File: config.mk
export PLATFORM = sky130hd
export DESIGN_NAME = mouse_packet_cursor_tracker
export DESIGN_NICKNAME = d
export VERILOG_FILES = /design/src/rtl/core/mpct_pkg.sv /design/src/rtl/core/mouse_packet_cursor_tracker.sv /design/src/rtl/core/mpct_cfg_regs.sv /design/src/rtl/core/mpct_packet_asm.sv /design/src/rtl/core/mpct_cursor_upd.sv
export SDC_FILE = /design/constraint.sdc
export NUM_CORES = 1
export LEC_CHECK = 0
export BUFFER_PORTS_ARGS = -buffer_cell sky130_fd_sc_hd__buf_2
export CAP_MARGIN = 20
export CORE_MARGIN = 10
export CORE_UTILIZATION = 53
export DETAILED_ROUTE_END_ITERATION = 10
export HOLD_SLACK_MARGIN = 0.03
export PLACE_DENSITY = 0.85
export SLEW_MARGIN = 20
export SYNTH_ARGS = -nofsm -noshare
export SYNTH_HDL_FRONTEND = slang
export SYNTH_SLANG_ARGS = --single-unit
File: constraint.sdc
create_clock -name i_clk -period 5 [get_ports i_clk]
set_input_delay 1 -clock i_clk [delete_from_list [all_inputs] [get_ports i_clk]]
set_output_delay 1 -clock i_clk [all_outputs]
set_load 0.01 [all_outputs]
File: src/rtl/core/mpct_pkg.sv
`default_nettype none

package mpct_pkg;

    localparam int unsigned BYTE_W     = 8;
    localparam int unsigned COL_W      = 7;
    localparam int unsigned ROW_W      = 6;
    localparam int unsigned COLS_CFG_W = 8;
    localparam int unsigned ROWS_CFG_W = 7;
    localparam int unsigned BTN_W      = 3;
    localparam int unsigned SWAP_W     = 3;
    localparam int unsigned APB_ADDR_W = 3;
    localparam int unsigned APB_DATA_W = 32;

    localparam logic [COLS_CFG_W-1:0] COLS_RESET = 8'd80;
    localparam logic [ROWS_CFG_W-1:0] ROWS_RESET = 7'd25;
    localparam logic [COLS_CFG_W-1:0] COLS_MAX   = 8'd128;
    localparam logic [ROWS_CFG_W-1:0] ROWS_MAX   = 7'd64;

    // Register index, taken from the word address.
    localparam logic REG_SCREEN_COLS = 1'b0;
    localparam logic REG_SCREEN_ROWS = 1'b1;

    typedef enum logic [1:0] {
        POS_FLAGS = 2'd0,
        POS_X     = 2'd1,
        POS_Y     = 2'd2
    } t_byte_pos;

    typedef struct packed {
        logic [BYTE_W-1:0] data_byte;
        logic              aux_data;
    } t_in_item;

    typedef struct packed {
        logic [COL_W-1:0]  old_col;
        logic [ROW_W-1:0]  old_row;
        logic [COL_W-1:0]  new_col;
        logic [ROW_W-1:0]  new_row;
        logic [BTN_W-1:0]  button_state;
        logic [BTN_W-1:0]  button_changes;
        logic [SWAP_W-1:0] new_cell_swaps;
    } t_out_item;

    typedef struct packed {
        logic              complete;
        logic [BTN_W-1:0]  buttons;
        logic [BYTE_W-1:0] x_delta;
        logic [BYTE_W-1:0] y_delta;
    } t_packet;

    typedef struct packed {
        logic [COLS_CFG_W-1:0] screen_cols;
        logic [ROWS_CFG_W-1:0] screen_rows;
    } t_screen_cfg;

endpackage

`default_nettype wire

File: src/rtl/core/mouse_packet_cursor_tracker.sv
// Channel   | Direction | Handshake                 | Payload
// ----------+-----------+---------------------------+------------------------
// in        | input     | i_in_valid / o_in_ready   | i_in_item  (t_in_item)
// out       | output    | o_out_valid / i_out_ready | o_out_item (t_out_item)
// config    | input     | psel / penable / pready   | paddr, pwdata, prdata
//
// One byte per cycle is taken unless the input register stalls; a byte waits in the
// input register, and a completed packet's result is then held in the output register.
// The cursor add-and-clamp sits between those two registers and is combinational.
// Reset is synchronous and clears the grouping, the cursor, the buttons and both
// valid flags; the screen size returns to 80 by 25.
// While a result waits, bytes that finish no packet still flow; a third byte stalls
// in the input register until the output register is free or being taken.
`default_nettype none

module mouse_packet_cursor_tracker (
    input  wire                             i_clk,
    input  wire                             i_rst_n,
    input  wire                             i_in_valid,
    output logic                            o_in_ready,
    input  mpct_pkg::t_in_item              i_in_item,
    output logic                            o_out_valid,
    input  wire                             i_out_ready,
    output mpct_pkg::t_out_item             o_out_item,
    input  wire                             psel,
    input  wire                             penable,
    input  wire                             pwrite,
    input  wire  [mpct_pkg::APB_ADDR_W-1:0] paddr,
    input  wire  [mpct_pkg::APB_DATA_W-1:0] pwdata,
    output logic [mpct_pkg::APB_DATA_W-1:0] prdata,
    output logic                            pready
);
    import mpct_pkg::*;

    logic        r_in_valid;
    t_in_item    r_in_item;
    logic        r_out_valid;
    t_out_item   r_out_item;

    t_screen_cfg cfg;
    t_packet     packet;
    t_out_item   result;
    logic        out_free;
    logic        consume;
    logic        emit;

    mpct_cfg_regs u_cfg_regs (
        .i_clk   (i_clk),
        .i_rst_n (i_rst_n),
        .psel    (psel),
        .penable (penable),
        .pwrite  (pwrite),
        .paddr   (paddr),
        .pwdata  (pwdata),
        .prdata  (prdata),
        .pready  (pready),
        .o_cfg   (cfg)
    );

    mpct_packet_asm u_packet_asm (
        .i_clk    (i_clk),
        .i_rst_n  (i_rst_n),
        .i_item   (r_in_item),
        .i_step   (consume),
        .o_packet (packet)
    );

    mpct_cursor_upd u_cursor_upd (
        .i_clk    (i_clk),
        .i_rst_n  (i_rst_n),
        .i_packet (packet),
        .i_update (emit),
        .i_cfg    (cfg),
        .o_item   (result)
    );

    assign out_free   = !r_out_valid || i_out_ready;
    assign consume    = r_in_valid && (!packet.complete || out_free);
    assign emit       = consume && packet.complete;
    assign o_in_ready = !r_in_valid || consume;

    always_ff @(posedge i_clk) begin
        if (!i_rst_n) begin
            r_in_valid <= 1'b0;
        end else if (i_in_valid && o_in_ready) begin
            r_in_valid <= 1'b1;
        end else if (consume) begin
            r_in_valid <= 1'b0;
        end
    end

    always_ff @(posedge i_clk) begin
        if (i_in_valid && o_in_ready) begin
            r_in_item <= i_in_item;
        end
    end

    always_ff @(posedge i_clk) begin
        if (!i_rst_n) begin
            r_out_valid <= 1'b0;
        end else if (emit) begin
            r_out_valid <= 1'b1;
        end else if (i_out_ready) begin
            r_out_valid <= 1'b0;
        end
    end

    always_ff @(posedge i_clk) begin
        if (emit) begin
            r_out_item <= result;
        end
    end

    assign o_out_valid = r_out_valid;
    assign o_out_item  = r_out_item;

endmodule

`default_nettype wire

File: src/rtl/core/mpct_cfg_regs.sv
`default_nettype none

module mpct_cfg_regs (
    input  wire                             i_clk,
    input  wire                             i_rst_n,
    input  wire                             psel,
    input  wire                             penable,
    input  wire                             pwrite,
    input  wire  [mpct_pkg::APB_ADDR_W-1:0] paddr,
    input  wire  [mpct_pkg::APB_DATA_W-1:0] pwdata,
    output logic [mpct_pkg::APB_DATA_W-1:0] prdata,
    output logic                            pready,
    output mpct_pkg::t_screen_cfg           o_cfg
);
    import mpct_pkg::*;

    logic [COLS_CFG_W-1:0] r_screen_cols;
    logic [ROWS_CFG_W-1:0] r_screen_rows;
    logic                  wr_en;

    assign pready = 1'b1;
    assign wr_en  = psel && penable && pwrite;

    always_ff @(posedge i_clk) begin
        if (!i_rst_n) begin
            r_screen_cols <= COLS_RESET;
            r_screen_rows <= ROWS_RESET;
        end else if (wr_en) begin
            unique case (paddr[2])
                REG_SCREEN_COLS: r_screen_cols <= pwdata[COLS_CFG_W-1:0];
                REG_SCREEN_ROWS: r_screen_rows <= pwdata[ROWS_CFG_W-1:0];
                default:         r_screen_cols <= r_screen_cols;
            endcase
        end
    end

    always_comb begin
        unique case (paddr[2])
            REG_SCREEN_COLS: prdata = {{(APB_DATA_W-COLS_CFG_W){1'b0}}, r_screen_cols};
            REG_SCREEN_ROWS: prdata = {{(APB_DATA_W-ROWS_CFG_W){1'b0}}, r_screen_rows};
            default:         prdata = '0;
        endcase
    end

    assign o_cfg.screen_cols = r_screen_cols;
    assign o_cfg.screen_rows = r_screen_rows;

endmodule

`default_nettype wire

File: src/rtl/core/mpct_packet_asm.sv
`default_nettype none

module mpct_packet_asm (
    input  wire                  i_clk,
    input  wire                  i_rst_n,
    input  mpct_pkg::t_in_item   i_item,
    input  wire                  i_step,
    output mpct_pkg::t_packet    o_packet
);
    import mpct_pkg::*;

    t_byte_pos         r_pos;
    t_byte_pos         n_pos;
    logic [BTN_W-1:0]  r_flags;
    logic [BYTE_W-1:0] r_x_delta;

    always_ff @(posedge i_clk) begin
        if (!i_rst_n) begin
            r_pos <= POS_FLAGS;
        end else if (i_step) begin
            r_pos <= n_pos;
        end
    end

    // Only the button bits of the flags byte are ever used.
    always_ff @(posedge i_clk) begin
        if (i_step && i_item.aux_data && (r_pos == POS_FLAGS)) begin
            r_flags <= i_item.data_byte[BTN_W-1:0];
        end
        if (i_step && i_item.aux_data && (r_pos == POS_X)) begin
            r_x_delta <= i_item.data_byte;
        end
    end

    always_comb begin
        n_pos             = r_pos;
        o_packet.complete = 1'b0;
        o_packet.buttons  = r_flags;
        o_packet.x_delta  = r_x_delta;
        o_packet.y_delta  = i_item.data_byte;
        // Bytes from the keyboard port leave the grouping where it is.
        if (i_item.aux_data) begin
            unique case (r_pos)
                POS_FLAGS: n_pos = POS_X;
                POS_X:     n_pos = POS_Y;
                POS_Y: begin
                    n_pos             = POS_FLAGS;
                    o_packet.complete = 1'b1;
                end
                default:   n_pos = POS_FLAGS;
            endcase
        end
    end

endmodule

`default_nettype wire

File: src/rtl/core/mpct_cursor_upd.sv
`default_nettype none

module mpct_cursor_upd (
    input  wire                   i_clk,
    input  wire                   i_rst_n,
    input  mpct_pkg::t_packet     i_packet,
    input  wire                   i_update,
    input  mpct_pkg::t_screen_cfg i_cfg,
    output mpct_pkg::t_out_item   o_item
);
    import mpct_pkg::*;

    logic [COL_W-1:0]      r_col;
    logic [ROW_W-1:0]      r_row;
    logic [BTN_W-1:0]      r_prev_btn;

    logic [COLS_CFG_W-1:0] eff_cols;
    logic [ROWS_CFG_W-1:0] eff_rows;
    logic [COLS_CFG_W-1:0] cols_last;
    logic [ROWS_CFG_W-1:0] rows_last;
    logic signed [9:0]     col_sum;
    logic signed [9:0]     row_sum;
    logic [COL_W-1:0]      new_col;
    logic [ROW_W-1:0]      new_row;
    logic [BTN_W-1:0]      changes;

    always_ff @(posedge i_clk) begin
        if (!i_rst_n) begin
            r_col      <= '0;
            r_row      <= '0;
            r_prev_btn <= '0;
        end else if (i_update) begin
            r_col      <= new_col;
            r_row      <= new_row;
            r_prev_btn <= i_packet.buttons;
        end
    end

    always_comb begin
        // A size of zero behaves as one, and oversized screens are capped.
        priority if (i_cfg.screen_cols == '0) begin
            eff_cols = 8'd1;
        end else if (i_cfg.screen_cols > COLS_MAX) begin
            eff_cols = COLS_MAX;
        end else begin
            eff_cols = i_cfg.screen_cols;
        end
        priority if (i_cfg.screen_rows == '0) begin
            eff_rows = 7'd1;
        end else if (i_cfg.screen_rows > ROWS_MAX) begin
            eff_rows = ROWS_MAX;
        end else begin
            eff_rows = i_cfg.screen_rows;
        end
        cols_last = eff_cols - 8'd1;
        rows_last = eff_rows - 7'd1;

        col_sum = $signed({3'b000, r_col})
                + $signed({{2{i_packet.x_delta[7]}}, i_packet.x_delta});
        row_sum = $signed({4'b0000, r_row})
                - $signed({{2{i_packet.y_delta[7]}}, i_packet.y_delta});

        priority if (col_sum[9]) begin
            new_col = '0;
        end else if (col_sum[8:0] >= {1'b0, eff_cols}) begin
            new_col = cols_last[COL_W-1:0];
        end else begin
            new_col = col_sum[COL_W-1:0];
        end

        priority if (row_sum[9]) begin
            new_row = '0;
        end else if (row_sum[8:0] >= {2'b00, eff_rows}) begin
            new_row = rows_last[ROW_W-1:0];
        end else begin
            new_row = row_sum[ROW_W-1:0];
        end

        changes = i_packet.buttons ^ r_prev_btn;
    end

    assign o_item.old_col        = r_col;
    assign o_item.old_row        = r_row;
    assign o_item.new_col        = new_col;
    assign o_item.new_row        = new_row;
    assign o_item.button_state   = i_packet.buttons;
    assign o_item.button_changes = changes;
    assign o_item.new_cell_swaps = 3'd1 + {2'b00, changes[0]} + {2'b00, changes[1]}
                                 + {2'b00, changes[2]};

endmodule

`default_nettype wire

==> results.json <==
{
  "overflow": 0,
  "skew_ns": 0.0116,
  "synth_flop_cell": "edfxtp_1",
  "grt.busiest_layer": "met2",
  "diodes": 0,
  "syn_avg_cell_area_um2": 10.4,
  "grt_start_max_net_pins": 42,
  "dp_hpwl_um": 7790,
  "vias_per_cell": 5.49,
  "fin_crit_ns": 3.94,
  "ys_warn_count": 0,
  "grt_use_met2_pct": 26.6,
  "post-route-cell-area_um2": 5270,
  "min_path_type": "flop to flop",
  "io_buffer_count": 69,
  "hold_buffers": 0,
  "stdcell_count": 633,
  "dpl_cell_area_um2": 5050,
  "max_slew_margin_pct": 43.8,
  "area_delta_synth_final_pct": 11.3,
  "placed_cells": 617,
  "clkSlewWorstSetupHoldPaths_ns": 0.10,
  "setup_violations": 0,
  "power_leakage_nw": 2.24,
  "rows": 34,
  "ys_ff_latch": 90,
  "drc_errors": 0,
  "die_w_um": 115,
  "synthCells": 457,
  "grt_use_met3_pct": 3.72,
  "cts_buffer_depth": 2,
  "gr-usage-met1_pct": 18.6,
  "cts_max_level": 3,
  "start_kind": "flop",
  "first_iter_violations": 257,
  "netlist_area_um2": 4740,
  "antenna_found_initial": 0,
  "finalHoldViolations": 0,
  "r2r_slack_ns": 1.06,
  "clock.fmax_mhz": 254,
  "num_vias": 3477,
  "p_total_mw": 1.46,
  "critical_path_class": "flop to flop",
  "vdd_ir_drop_max_uv": 139,
  "power_density_nw_per_um2": 276,
  "grt_util_all_layers_pct": 15.8,
  "start_util_pct": 54.3,
  "crit_fanout": 14,
  "clock_sinks": 90,
  "worst_setup_path_end_kind": "flop",
  "synth-async-reset-ratio_pct": 0,
  "grt_pass1_wl_um": 16900,
  "ys_seq_area_share_pct": 49.7,
  "status": "complete, no violations",
  "place.gp.congestion": 0.869,
  "maxCapViolCount": 0,
  "cts_root_buffer": "clkbuf_8",
  "dieArea_um2": 13100,
  "ios": 121,
  "ctsResizeCount": 0,
  "setup_tns_ns": 0,
  "worstPathArrival_ns": 4.06,
  "drv_slew": 0,
  "fp.dieH_um": 115,
  "routed_wl_um": 10300,
  "synth-edff-count": 55,
  "antenna_left": 0,
  "dr.pass1.iters": 5,
  "grt_setup_unrepaired": "no",
  "wl_per_cell_um": 16.2,
  "worstMarginPinSlew_ns": 0.842,
  "cts_tree": "yes",
  "cts_setup_buffers": 0,
  "final_nets": 605,
  "cp.required_ns": 5.12,
  "clk-insertion-delay-late_ns": 0.38,
  "first_global_vias": 3468,
  "numCtsBuffers": 9,
  "period_share_pct": 78.7,
  "yosysUniqueCellTypes": 54,
  "core_region_area_um2": 8720,
  "drive_gt1_share_pct": 19.4
}
stage by stage:
| step | setup WS [ns] | hold WS, ns | util (%) |
|---|---|---|---|
| after floorplan | 1.77 | 0.426 | - |
| after global placement | 1.35 | 0.442 | 58.0 |
| after detailed placement | 1.19 | 0.444 | 58.0 |
| after CTS | 1.13 | 0.469 | 60.4 |
| after global routing | 0.863 | 0.482 | 60.4 |
| final | 1.06 | 0.465 | 60.4 |
critical path: stages, from the launching register on:
cell and delay (ns):
dfxtp_1 0.38, ha_1 0.21, inv_1 0.06, fa_1 0.41
nor2b_1 0.17, o31ai_1 0.10, a21oi_1 0.26, and2_1 0.21
nor2_1 0.06, ha_1 0.30, a21o_1 0.16, a221oi_1 0.30
o21a_1 0.48, a221oi_1 0.15, a22oi_1 0.31, nand2_1 0.12
cell families (layout without fill, tap and decap cells):
kind of cell / count (synthesis) / after routing / share of synthesized area (%)
compound gates: 89 / 89 / 13.1
xor+xnor: 15 / 15 / 2.77
fa+ha+maj: 34 / 34 / 9.46
buf+inv: 66 / 111 / 7.29
flops: 90 / 90 / 49.7
mux: 14 / 14 / 3.14
other cells: 2 / 25 / 0.159
simple gates: 147 / 147 / 14.4
layer usage:
layer / vias to the layer above / part of all wire (%)
met4: 0 / 2.4
met3: 25 / 6.6
met2: 120 / 51
li1: 1692 / -
met5: - / 0
met1: 1640 / 40
worst paths after layout:
kind	start	to	depth (start not counted)
worst max-delay path	u_cursor_upd.r_col[0]$_SDFFE_PN0P_	o_out_item[21]$_DFFE_PP_	15
worst min-delay path	r_in_item[4]$_DFFE_PP_	u_packet_asm.r_x_delta[3]$_DFFE_PP_	0
worst max register to register	u_cursor_upd.r_col[0]$_SDFFE_PN0P_	o_out_item[21]$_DFFE_PP_	15
worst min register to register	r_in_item[4]$_DFFE_PP_	u_packet_asm.r_x_delta[3]$_DFFE_PP_	0
power by group:
group	internal (mW)	total, mW	switching (mW)
clock	0.199	0.503	0.304
sequential	0.798	0.812	0.0135
combinational	0.0568	0.142	0.0852
total	1.05	1.46	0.403
Yosys cell counts (all sizes together) (6+ instances only):
master	number	share of area (%)
edfxtp	55	35
nand2b	8	1.1
nor2	34	2.7
buf	28	4.3
ha	31	8.2
mux2	7	1.7
a21oi	25	2.7
mux2i	7	1.5
a21boi	16	2.5
dfxtp	35	15
nand2	58	4.6
inv	25	2.0
clkbuf	12	0.95
nor2b	8	1.1
o21ai	9	0.95
xnor2	11	2.0
o31ai	13	2.5
nand3	18	1.9
a21o	6	0.95
area by class of cell:
type | count | area (um2)
Inverter | 26 | 97.6
Sequential cell | 90 | 2350
Clock buffer | 9 | 124
Timing Repair Buffer | 69 | 345
Tap cell | 108 | 135
Clock inverter | 7 | 86.3
Multi-Input combinational cell | 324 | 2130
Fill cell | 674 | 3450
cells in the final DEF, fill, tap and decap left out, types with 11 or more instances in the layout:
cell,count
nand2_1,58
o31ai_1,11
nand3_1,18
inv_1,24
xnor2_1,11
a21oi_1,24
buf_2,69
nor2_1,34
conb_1,25
a21boi_0,15
ha_1,31
edfxtp_1,55
dfxtp_1,35
state kept, by name, summed over array words and instances (netlist names):
| register | cells |
|---|---|
| o_out_item | 35 |
| o_out_valid | 1 |
| r_in_item | 9 |
| r_in_valid | 1 |
| u_cfg_regs.r_screen_cols | 8 |
| u_cfg_regs.r_screen_rows | 7 |
| u_cursor_upd.r_col | 7 |
| u_cursor_upd.r_prev_btn | 3 |
| u_cursor_upd.r_row | 6 |
| u_packet_asm.r_flags | 3 |
| u_packet_asm.r_pos | 2 |
| u_packet_asm.r_x_delta | 8 |
Power figures use the tool's default switching activity.
